==> src/design/emt_ram.sv <==
// generic single-write, single-read ram with registered read data
module emt_ram #(
	parameter int WIDTH = 8,
	parameter int DEPTH = 16,
	localparam int AW = (DEPTH > 1) ? $clog2(DEPTH) : 1
) (
	input  logic             clk,
	input  logic             we,
	input  logic [AW-1:0]    waddr,
	input  logic [WIDTH-1:0] wdata,
	input  logic [AW-1:0]    raddr,
	output logic [WIDTH-1:0] rdata
);

	logic [WIDTH-1:0] mem [DEPTH];

	always_ff @(posedge clk) begin
		if (we) begin
			mem[waddr] <= wdata;
		end
		rdata <= mem[raddr];
	end

endmodule

==> config.mk <==
export PLATFORM = sky130hd
export DESIGN_NAME = emt_ram
export DESIGN_NICKNAME = d
export VERILOG_FILES = /design/src/design/emt_ram.sv
export SDC_FILE = /design/constraint.sdc
export NUM_CORES = 1
export LEC_CHECK = 0
export BUFFER_PORTS_ARGS = -buffer_cell sky130_fd_sc_hd__clkbuf_2
export CORE_MARGIN = 5
export CORE_UTILIZATION = 30
export DETAILED_ROUTE_END_ITERATION = 8
export HOLD_SLACK_MARGIN = 0.15
export PLACE_DENSITY = 0.56
export SLEW_MARGIN = 15
export SYNTH_ARGS = -nofsm -noshare
export SYNTH_HDL_FRONTEND = slang
export SYNTH_SLANG_ARGS = --single-unit
export TNS_END_PERCENT = 10
==> constraint.sdc <==
create_clock -name clk -period 3 [get_ports clk]
set_clock_uncertainty 0.2 [all_clocks]
set_input_delay 0.45 -clock clk [delete_from_list [all_inputs] [get_ports clk]]
set_output_delay 0.45 -clock clk [all_outputs]
set_load 0.005 [all_outputs]
==> metrics.cfg, run 1 <==
[clock_network]
cts.root.buffer_cell = clkbuf_16
tritoncts_num_sinks = 136
clk-insertion-delay-late_ns = 0.41
cts_max_path_buffers = 2
cts_made_buffers = 17
cts_tree = built
clk_pin_slew_worst_paths_ns = 0.06
cts.repair.resized = 0
htreeDepth = 4
post_cts_setup_buffer_count = 0
cts.hold.buffers_added = 0

[yosys]
yosys.area_share.simple_pct = 3.18
synth_area_per_cell_um2 = 22.5
synth.ff_latch_count = 136
synth_cells = 229
synth-adder-area-share_pct = 0
yosysWarnings = 0
syn-num-nets = 247
ys_seq_area_share_pct = 77.8
synth_compound_gate_area_share_pct = 2.33
yosys.area.top_type_share_pct = 74.7
synth-xor-area-share_pct = 0
yosysTopAreaCell = edfxtp_1
muxShareOfSynthArea_pct = 15.0
netlist-cell-type-count = 19
synth_area_um2 = 5150
largest_family_of_logic_cells_by_synthesized_area = multiplexers
cells_taking_the_most_area_after_synthesis = edfxtp_1 (75%), mux4_2 (7.9%), mux4_1 (7.1%)

[detailed_routing]
route.layer.met1.wl_mm = 4.39
detailedRoute.firstPassIterationCount = 4
vias_cell = 4.71
drcViolationCount = 0
routed-wl-met2_mm = 5.00
route.detailed.wl_per_inst_um = 19.9
routed_wl_mm = 10.3
met3_wirelength_um = 799
detailedRoute.firstIterationViolations = 220
routed-via-count = 2430
antenna_left = 0
top_layer = met4

[worst_setup_path]
endpoint_type_of_the_worst_setup_path = flip-flop
crit_family = multiplexers
critPathSlowestCell = mux4_2
ff2ff_path_depth = 3
worstReg2RegEnd = rdata[6]
worstSetupPathDepth = 5
crit_path_cell_trace = clkbuf_2 -> buf_12 -> mux4_2 -> a22oi_1 -> nand2_1
critical_path_class = in2reg
cp.required_ns = 3.05
cp_slowest_stage_delay_ns = 0.51
worst_setup_path_start_kind = input port
setup.reg_to_reg.worst_slack_ns = 1.37
reg2reg_from = mem[3][6]
crit_arrival_ns = 1.74
critPathMaxFanout = 11
cp_num_buf_inv = 2

[global_routing]
grt.total_usage_pct = 11.1
vias_in_the_first_global_route = 2577
antenna_found_initial = 0
maximum_number_of_pins_on_one_net_before_global_route_repair = 21
globalRouteOverflowTotal = 0
grt_first_pass_wirelength_mm = 15.7

[sta]
period_share_pct = 56.4
postLayoutSetupSlackWorst_ns = 1.31
final-hold-violation-count = 0
rsz_0062_raised_after_global_routing = no
timing.setup.tns_ns = 0
slew_headroom_pct = 44.5
period_minus_slack_ns = 1.69
achievable-frequency_ghz = 0.591
setup_viol = 0
max_slew.worst_pin.slew_ns = 0.831
slew_viol_final = 0

[pwr]
power.leakage_uw = 0.00211
power_density_nw_per_um2 = 717
peak_vdd_ir_mv = 0.442

[die]
die_y_um = 141
rows = 47
floorplan.die_area_um2 = 19900
die_width_um = 141
io_pins = 26
initial_core_util_pct = 30.8
core_area_um2 = 16700

[worst_hold_path]
timing.hold.worst.class = in2reg
min_delay_worst_endpoint = mem[3][0]
min_path_cells = 1
holdCritStartpoint = wdata[0]

[layout]
postLayoutCoreUtil_pct = 37.5
layout-drive-gt1-share_pct = 32.1
layout.cells.most_common = edfxtp_1
finish.net_count = 301
mostFrequentLayoutCells = edfxtp_1 (128), clkbuf_2 (25), mux4_2 (18), buf_4 (18), clkbuf_16 (17)
antenna-diode-count = 0
area.growth.synth_to_final_pct = 21.8

[placed_design]
numPortBuffers = 25
preCtsSetupSlack_ns = 0.878
place_hpwl_mm = 6.70
globalplace.congestion = 0.710

[outcome]
run_status = finished, final reports clean

[flow_run]
max_cap_violations = 0

[metal layers]
layer	vias to the layer above	track usage [%]
li1	1081	-
met3	9	4.00
met4	0	2.91
met2	91	17.1
met1	1249	15.0
met5	-	0
[kinds of logic after synthesis]
group | count (synthesis)
buf+inv | 10
mux | 32
compound gates | 16
simple gates | 35
flops | 136
[synth_stat cells (all sizes together)]
library cell	count
nand2b	2
nand3b	2
nor2	13
or3b	1
and2b	1
clkdlybuf4s25	3
mux4	32
a22oi	16
nand3	1
and2	1
buf	7
nor3	4
nor2b	1
nand2	9
edfxtp	128
dfxtp	8
[through the flow]
stage,instance area (um^2),instances,total power [uW],hold slack (ns)
2_1_floorplan,5150,229,2280,0.349
3_3_place_gp,5640,484,2380,0.457
3_5_place_dp,5640,484,2380,0.462
4_1_cts,6270,516,4540,0.246
5_1_grt,6270,516,4660,0.254
6_report,6270,516,4500,0.258
[flip-flops by register name (all words and copies together), names as in the netlist]
register and count:
mem 128, rdata 8
[report_power, final]
| part | internal [uW] | switching, uW | total [uW] |
|---|---|---|---|
| logic | 85.7 | 109 | 195 |
| clock network | 1430 | 731 | 2160 |
| registers | 2130 | 13.8 | 2140 |
[worst max-delay path by stage]
stage                        start  slack [ns]   endpoint
after CTS                 raddr[0]        1.31   rdata[6]
after detailed placement  raddr[0]        0.88   rdata[6]
after global placement    raddr[0]        0.89   rdata[3]
final                     raddr[0]        1.31   rdata[6]
after floorplan           waddr[2]        0.86  mem[0][0]
after global routing      raddr[0]        1.25   rdata[3]
[layout make-up]
class,count,area [um^2]
Clock inverter,12,174
Multi-Input combinational cell,83,1060
Timing Repair Buffer,45,300
Sequential cell,136,4000
Fill cell,1547,10400
Tap cell,220,275
Clock buffer,20,457
Note: power is estimated with default switching activity, not from simulation.
==> run 2, diff against run 1 <==
Clock period 3 ns to 1.75 ns, I/O delays scaled along.
==> metrics.cfg, run 2 (synthesis gave the netlist of run 1 again) <==
[worst_hold_path]
holdCritStartpoint = raddr[2]
timing.hold.worst.class = in2reg

[global_routing]
globalRouteOverflowTotal = 0  ; unchanged
grt.total_usage_pct = 10.9  ; -0.15 points
most_used_routing_layer_in_global_routing = met2
grt_first_pass_wirelength_mm = 15.7  ; about the same
globalRouteMet2Util_pct = 16.4  ; -0.68 points
globalRouteMet1Util_pct = 14.9  ; -0.097 points
antenna_found_initial = 0  ; unchanged
maximum_number_of_pins_on_one_net_before_global_route_repair = 17  ; -19%
grt_util_met3_pct = 3.66  ; -0.34 points
vias_in_the_first_global_route = 2626  ; +1.9%

[worst_setup_path]
worst_setup_path_start_kind = flip-flop
crit_arrival_ns = 1.70  ; -0.04 ns
crit_family = multiplexers
cp_num_buf_inv = 0  ; -2
cp_slowest_stage_delay_ns = 0.50  ; about the same
reg2reg_from = mem[0][2]
endpoint_type_of_the_worst_setup_path = flip-flop
critPathMaxFanout = 1  ; -10
critical_path_class = reg2reg
critPathSlowestCell = mux4_1
crit_path_cell_trace = mux4_1 -> a22oi_1 -> nand2_1
cp.required_ns = 1.84  ; -1.21 ns
cp-startpoint = mem[0][2]

[layout]
layout-drive-gt1-share_pct = 31.3  ; -0.80 points
layout.cells.most_common = edfxtp_1
area.growth.synth_to_final_pct = 22.9
registers.top_by_ff_count = mem
final_area_um2 = 6320  ; +0.92%
finish.net_count = 315  ; +4.7%
top_regs = mem (128), rdata (8)
antenna-diode-count = 0  ; unchanged
largest_register_ff_count = 128  ; unchanged
number_of_inserted_filler_cells_in_the_final_layout = 1546  ; -0.065%
mostFrequentLayoutCells = edfxtp_1 (128), clkbuf_2 (25), buf_4 (21), mux4_2 (18), clkbuf_16 (17)

[pwr]
peak_vdd_ir_mv = 0.705  ; +59%
power.leakage_uw = 0.00215  ; +1.9%
power_density_nw_per_um2 = 1130  ; +58%

[clock_network]
clk_pin_slew_worst_paths_ns = 0.05  ; about the same
tritoncts_num_sinks = 136  ; unchanged
cts_tree = built
cts_max_path_buffers = 2  ; unchanged
cts.root.buffer_cell = clkbuf_16
cts_made_buffers = 17  ; unchanged
htreeDepth = 4  ; unchanged
post_cts_setup_buffer_count = 0  ; unchanged
clk-insertion-delay-late_ns = 0.41  ; about the same

[placed_design]
numPortBuffers = 25  ; unchanged
place_hpwl_mm = 6.65  ; -0.66%
globalplace.congestion = 0.735  ; +3.4%
postPlaceCellArea_um2 = 5720  ; +1.6%

[die]
die_width_um = 141  ; unchanged
initial_core_util_pct = 30.8  ; unchanged
die_y_um = 141  ; unchanged
core_area_um2 = 16700  ; unchanged
floorplan.die_area_um2 = 19900  ; unchanged
rows = 47  ; unchanged
io_pins = 26  ; unchanged

[outcome]
run_status = finished, final reports clean

[sta]
slew_viol_final = 0  ; unchanged
period_minus_slack_ns = 1.61
max_slew.worst_pin.slew_ns = 0.737  ; -0.0944 ns
setup_viol = 0  ; unchanged
final-hold-violation-count = 0  ; unchanged
rsz_0062_raised_after_global_routing = no
slew_headroom_pct = 50.8  ; +6.3 points
period_share_pct = 91.7
achievable-frequency_ghz = 0.623
timing.setup.tns_ns = 0  ; unchanged

[flow_run]
max_cap_violations = 0  ; unchanged

[detailed_routing]
routed-via-count = 2451  ; +0.86%
antenna_left = 0  ; unchanged
vias_cell = 4.62  ; -1.8%
drcViolationCount = 0  ; unchanged
route.detailed.wl_per_inst_um = 18.9  ; -4.9%
routed_wl_mm = 10.0  ; -2.4%
detailedRoute.firstPassIterationCount = 4  ; unchanged
detailedRoute.firstIterationViolations = 232  ; +5.5%

run 2: layout make-up:
class	count	area [um^2]	share of cell area, %
well taps	220	275	4.35
clock buffers	19	433	6.84
flip-flops and latches	136	4000	63.3
clock inverters	13	87.6	1.38
multi-input cells	83	1060	16.8
repair buffers	59	463	7.32
run 2: stage by stage:
stage / instances / total power (uW) / worst slack [ns] / utilization (%) / hold slack (ns)
after CTS: 530 / 7230 / 0.147 / 37.9 / 0.223
after floorplan: 229 / 3910 / 0.0214 / - / 0.161
final: 530 / 7160 / 0.145 / 37.9 / 0.240
after detailed placement: 490 / 4100 / -0.211 / 34.3 / 0.440
after global routing: 530 / 7430 / 0.0671 / 37.9 / 0.238
after global placement: 490 / 4090 / -0.208 / 34.3 / 0.444
run 2: final timing paths:
path	endpoint	slack, ns	cells after the start
setup reg to reg	rdata[2]	0.14	3
setup / recovery	rdata[2]	0.14	3
hold / removal	rdata[1]	0.24	4
hold reg to reg	rdata[1]	0.48	3
run 2: report_power, final:
part / switching, uW / internal [uW] / leakage [uW] / total, uW
clock network: 1220 / 1910 / 0.000260 / 3130
logic: 199 / 175 / 0.000667 / 374
registers: 19.0 / 3640 / 0.00122 / 3660
run 2: worst min-delay path, delay by kind of cell:
kind,cells,cell delay [ns]
and+or+nand+nor,2,0.22
buffers and inverters,1,0.11
AOI/OAI and AO/OA,1,0.21
run 2: what timing repair did:
item	in CTS	in global routing
hold buffers	8	0
hold endpoints to repair	128	0
resized for setup	0	0
run 2: routing by layer:
metal  wire, um  part of all wire [%]
met5          0                     0
met4        111                   1.1
met2       4760                    47
met3        532                   5.3
met1       4630                    46
==> run 3, diff against run 2 <==
Settings changed: ABC_AREA set to 1.
==> metrics.cfg, run 3 <==
[yosys]
synth_most_common_cell = nand2_1
netlist-cell-type-count = 12  ; -7
synth_area_um2 = 5770  ; +12%
largest_family_of_logic_cells_by_synthesized_area = simple AND/OR/NAND/NOR gates
synth_commonest_cells = nand2_1 (173), edfxtp_1 (128), inv_1 (100)
synth.ff_latch_count = 136  ; unchanged
cells_taking_the_most_area_after_synthesis = edfxtp_1 (67%), nand2_1 (11%), nand3_1 (8.4%)
synth_enable_flop_cells = 128  ; unchanged
yosys.area.top_type_share_pct = 66.7  ; -8.0 points
yosys.area_share.simple_pct = 21.0  ; +18 points
synth_compound_gate_area_share_pct = 0  ; -2.3 points
ys_seq_area_share_pct = 69.4  ; -8.4 points
synth-adder-area-share_pct = 0  ; unchanged
yosysWarnings = 0  ; unchanged
muxShareOfSynthArea_pct = 0  ; -15 points
postSynth.topFlopCell = edfxtp_1
synth-xor-area-share_pct = 0  ; unchanged
syn-num-nets = 569  ; +130%
synth_area_per_cell_um2 = 10.5  ; -53%
synth_cells = 551  ; +140%
yosysTopAreaCell = edfxtp_1
async_flop_share_pct = 0  ; unchanged

[layout]
area.growth.synth_to_final_pct = 20.0
finish.net_count = 620  ; +97%
mostFrequentLayoutCells = nand2_1 (173), edfxtp_1 (128), inv_1 (100), nand3_1 (97), clkbuf_2 (25)
antenna-diode-count = 0  ; unchanged
postLayoutCoreUtil_pct = 36.8  ; -1.1 points
number_of_inserted_filler_cells_in_the_final_layout = 1862  ; +20%
layout.cells.most_common = nand2_1
largest_register_ff_count = 128  ; unchanged
top_regs = mem (128), rdata (8)
layout-drive-gt1-share_pct = 12.8  ; -18 points
registers.top_by_ff_count = mem

[die]
initial_core_util_pct = 30.6  ; -0.20 points
die_y_um = 149  ; +5.4%
io_pins = 26  ; unchanged
die_width_um = 149  ; +5.4%
floorplan.die_area_um2 = 22100  ; +11%
core_area_um2 = 18800  ; +13%
rows = 50  ; +6.4%

[sta]
slew_viol_final = 0  ; unchanged
setup_viol = 0  ; unchanged
achievable-frequency_ghz = 0.704  ; +13%
max_slew.worst_pin.slew_ns = 0.448  ; -0.289 ns
slew_headroom_pct = 70.2  ; +19 points
period_share_pct = 81.1  ; -11 points
timing.setup.tns_ns = 0  ; unchanged
rsz_0062_raised_after_global_routing = no
period_minus_slack_ns = 1.42  ; -0.186 ns
final-hold-violation-count = 0  ; unchanged

[detailed_routing]
routed_wl_mm = 13.2  ; +32%
route.detailed.wl_per_inst_um = 15.1  ; -20%
detailedRoute.firstIterationViolations = 265  ; +14%
routed-via-count = 3783  ; +54%
antenna_left = 0  ; unchanged
detailedRoute.firstPassIterationCount = 4  ; unchanged
vias_cell = 4.32  ; -6.5%
drcViolationCount = 0  ; unchanged

[clock_network]
clk-insertion-delay-late_ns = 0.42  ; about the same
cts_max_path_buffers = 2  ; unchanged
cts.root.buffer_cell = clkbuf_16
cts_made_buffers = 17  ; unchanged
cts_tree = built
htreeDepth = 4  ; unchanged
clk_pin_slew_worst_paths_ns = 0.06  ; about the same
tritoncts_num_sinks = 136  ; unchanged
cts.repair.resized = 0  ; unchanged

[worst_setup_path]
endpoint_type_of_the_worst_setup_path = primary output
crit_family = flip-flops
crit_arrival_ns = 0.96  ; -0.74 ns
worst_setup_path_start_kind = flip-flop
critPathMaxFanout = 1  ; unchanged
crit_path_cell_trace = clkbuf_2
cp.required_ns = 1.29  ; -0.55 ns
critical_path_class = reg2out
cp_num_buf_inv = 1  ; +1
cp_slowest_stage_delay_ns = 0.39  ; -0.11 ns
critPathSlowestCell = dfxtp_1

[pwr]
internal_power_uw = 6140  ; +7.2%
peak_vdd_ir_mv = 0.725  ; +2.9%
power.leakage_uw = 0.00298  ; +39%
clockPowerShare_pct = 46.5  ; +2.9 points
share_comb_of_total_power_pct = 6.0  ; +0.8 points
power.switching_uw = 1590  ; +10%
netSwitchingFraction_pct = 20.5  ; +0.49 points
power_density_nw_per_um2 = 1120  ; -1.5%
seqPwrFrac_pct = 47.5  ; -3.6 points

[global_routing]
most_used_routing_layer_in_global_routing = met2
globalRouteMet1Util_pct = 16.2  ; +1.3 points
antenna_found_initial = 0  ; unchanged
grt_first_pass_wirelength_mm = 21.3  ; +35%
maximum_number_of_pins_on_one_net_before_global_route_repair = 49  ; +32
globalRouteMet2Util_pct = 21.2  ; +4.8 points
grt_util_met3_pct = 3.11  ; -0.55 points
globalRouteOverflowTotal = 0  ; unchanged
vias_in_the_first_global_route = 4003  ; +52%
grt.total_usage_pct = 12.9  ; +1.9 points

[placed_design]
numPortBuffers = 25  ; unchanged
place_hpwl_mm = 8.70  ; +31%
globalplace.congestion = 0.833  ; +13%

[worst_hold_path]
timing.hold.worst.class = in2reg

[outcome]
run_status = finished, final reports clean

[flow_run]
max_cap_violations = 0  ; unchanged

[run 3: cell types whose count changed after synthesis, moves of 4 or more]
| cell | change |
|---|---|
| a22oi_1 | -16 |
| inv_1 | +100 |
| mux4_1 | -14 |
| nor2_1 | +4 |
| nand2_1 | +164 |
| nor3_1 | -4 |
| mux4_2 | -18 |
| nand3_1 | +96 |
| buf_2 | +10 |
[run 3: routing by layer]
layer,vias up,wire length [um]
li1,1872,-
met1,1811,5930
met2,78,6440
met3,22,520
met4,0,311
met5,-,0
[run 3: final timing paths]
kind | start | end | slack, ns | cells after the start
hold reg to reg | mem[13][5] | rdata[5] | 0.47 | 6
setup / recovery | rdata[4] | rdata[4] | 0.33 | 1
hold / removal | wdata[7] | mem[9][7] | 0.16 | 1
setup reg to reg | mem[7][6] | rdata[6] | 0.52 | 6
[run 3: repair_timing]
action,in CTS,in global routing
endpoints found under the hold margin,53,0
hold buffers,4,0
setup buffers,0,0
endpoints found under the setup margin,0,0
[run 3: kinds of logic (layout without fill, tap and decap cells)]
group / count (synthesis) / after routing
buffers and inverters: 126 / 190
DFF: 136 / 136
and+or+nand+nor: 289 / 289
[run 3: power by group through the flow]
stage	combinational, uW	clock [uW]	sequential [uW]
global route	520	3800	3670
global placement	454	0	3740
CTS	471	3640	3670
detailed placement	461	0	3740
floorplan	257	0	3730
finish	461	3590	3670
[run 3: area by class of cell]
class | count | area, um^2 | area share [%]
Multi-Input combinational cell | 289 | 1210 | 17.5
Inverter | 102 | 383 | 5.53
Tap cell | 260 | 325 | 4.70
Clock inverter | 13 | 159 | 2.30
Sequential cell | 136 | 4000 | 57.8
Clock buffer | 19 | 433 | 6.25
Timing Repair Buffer | 56 | 405 | 5.86
[run 3: through the flow]
step / area (um^2) / setup WS, ns / hold slack, ns / total power [uW] / instances
2_1_floorplan: 5770 / 0.337 / 0.161 / 3990 / 551
3_3_place_gp: 6290 / 0.158 / 0.449 / 4190 / 839
3_5_place_dp: 6290 / 0.118 / 0.443 / 4200 / 839
4_1_cts: 6920 / 0.332 / 0.176 / 7790 / 875
5_1_grt: 6920 / 0.313 / 0.178 / 7990 / 875
6_report: 6920 / 0.330 / 0.161 / 7720 / 875
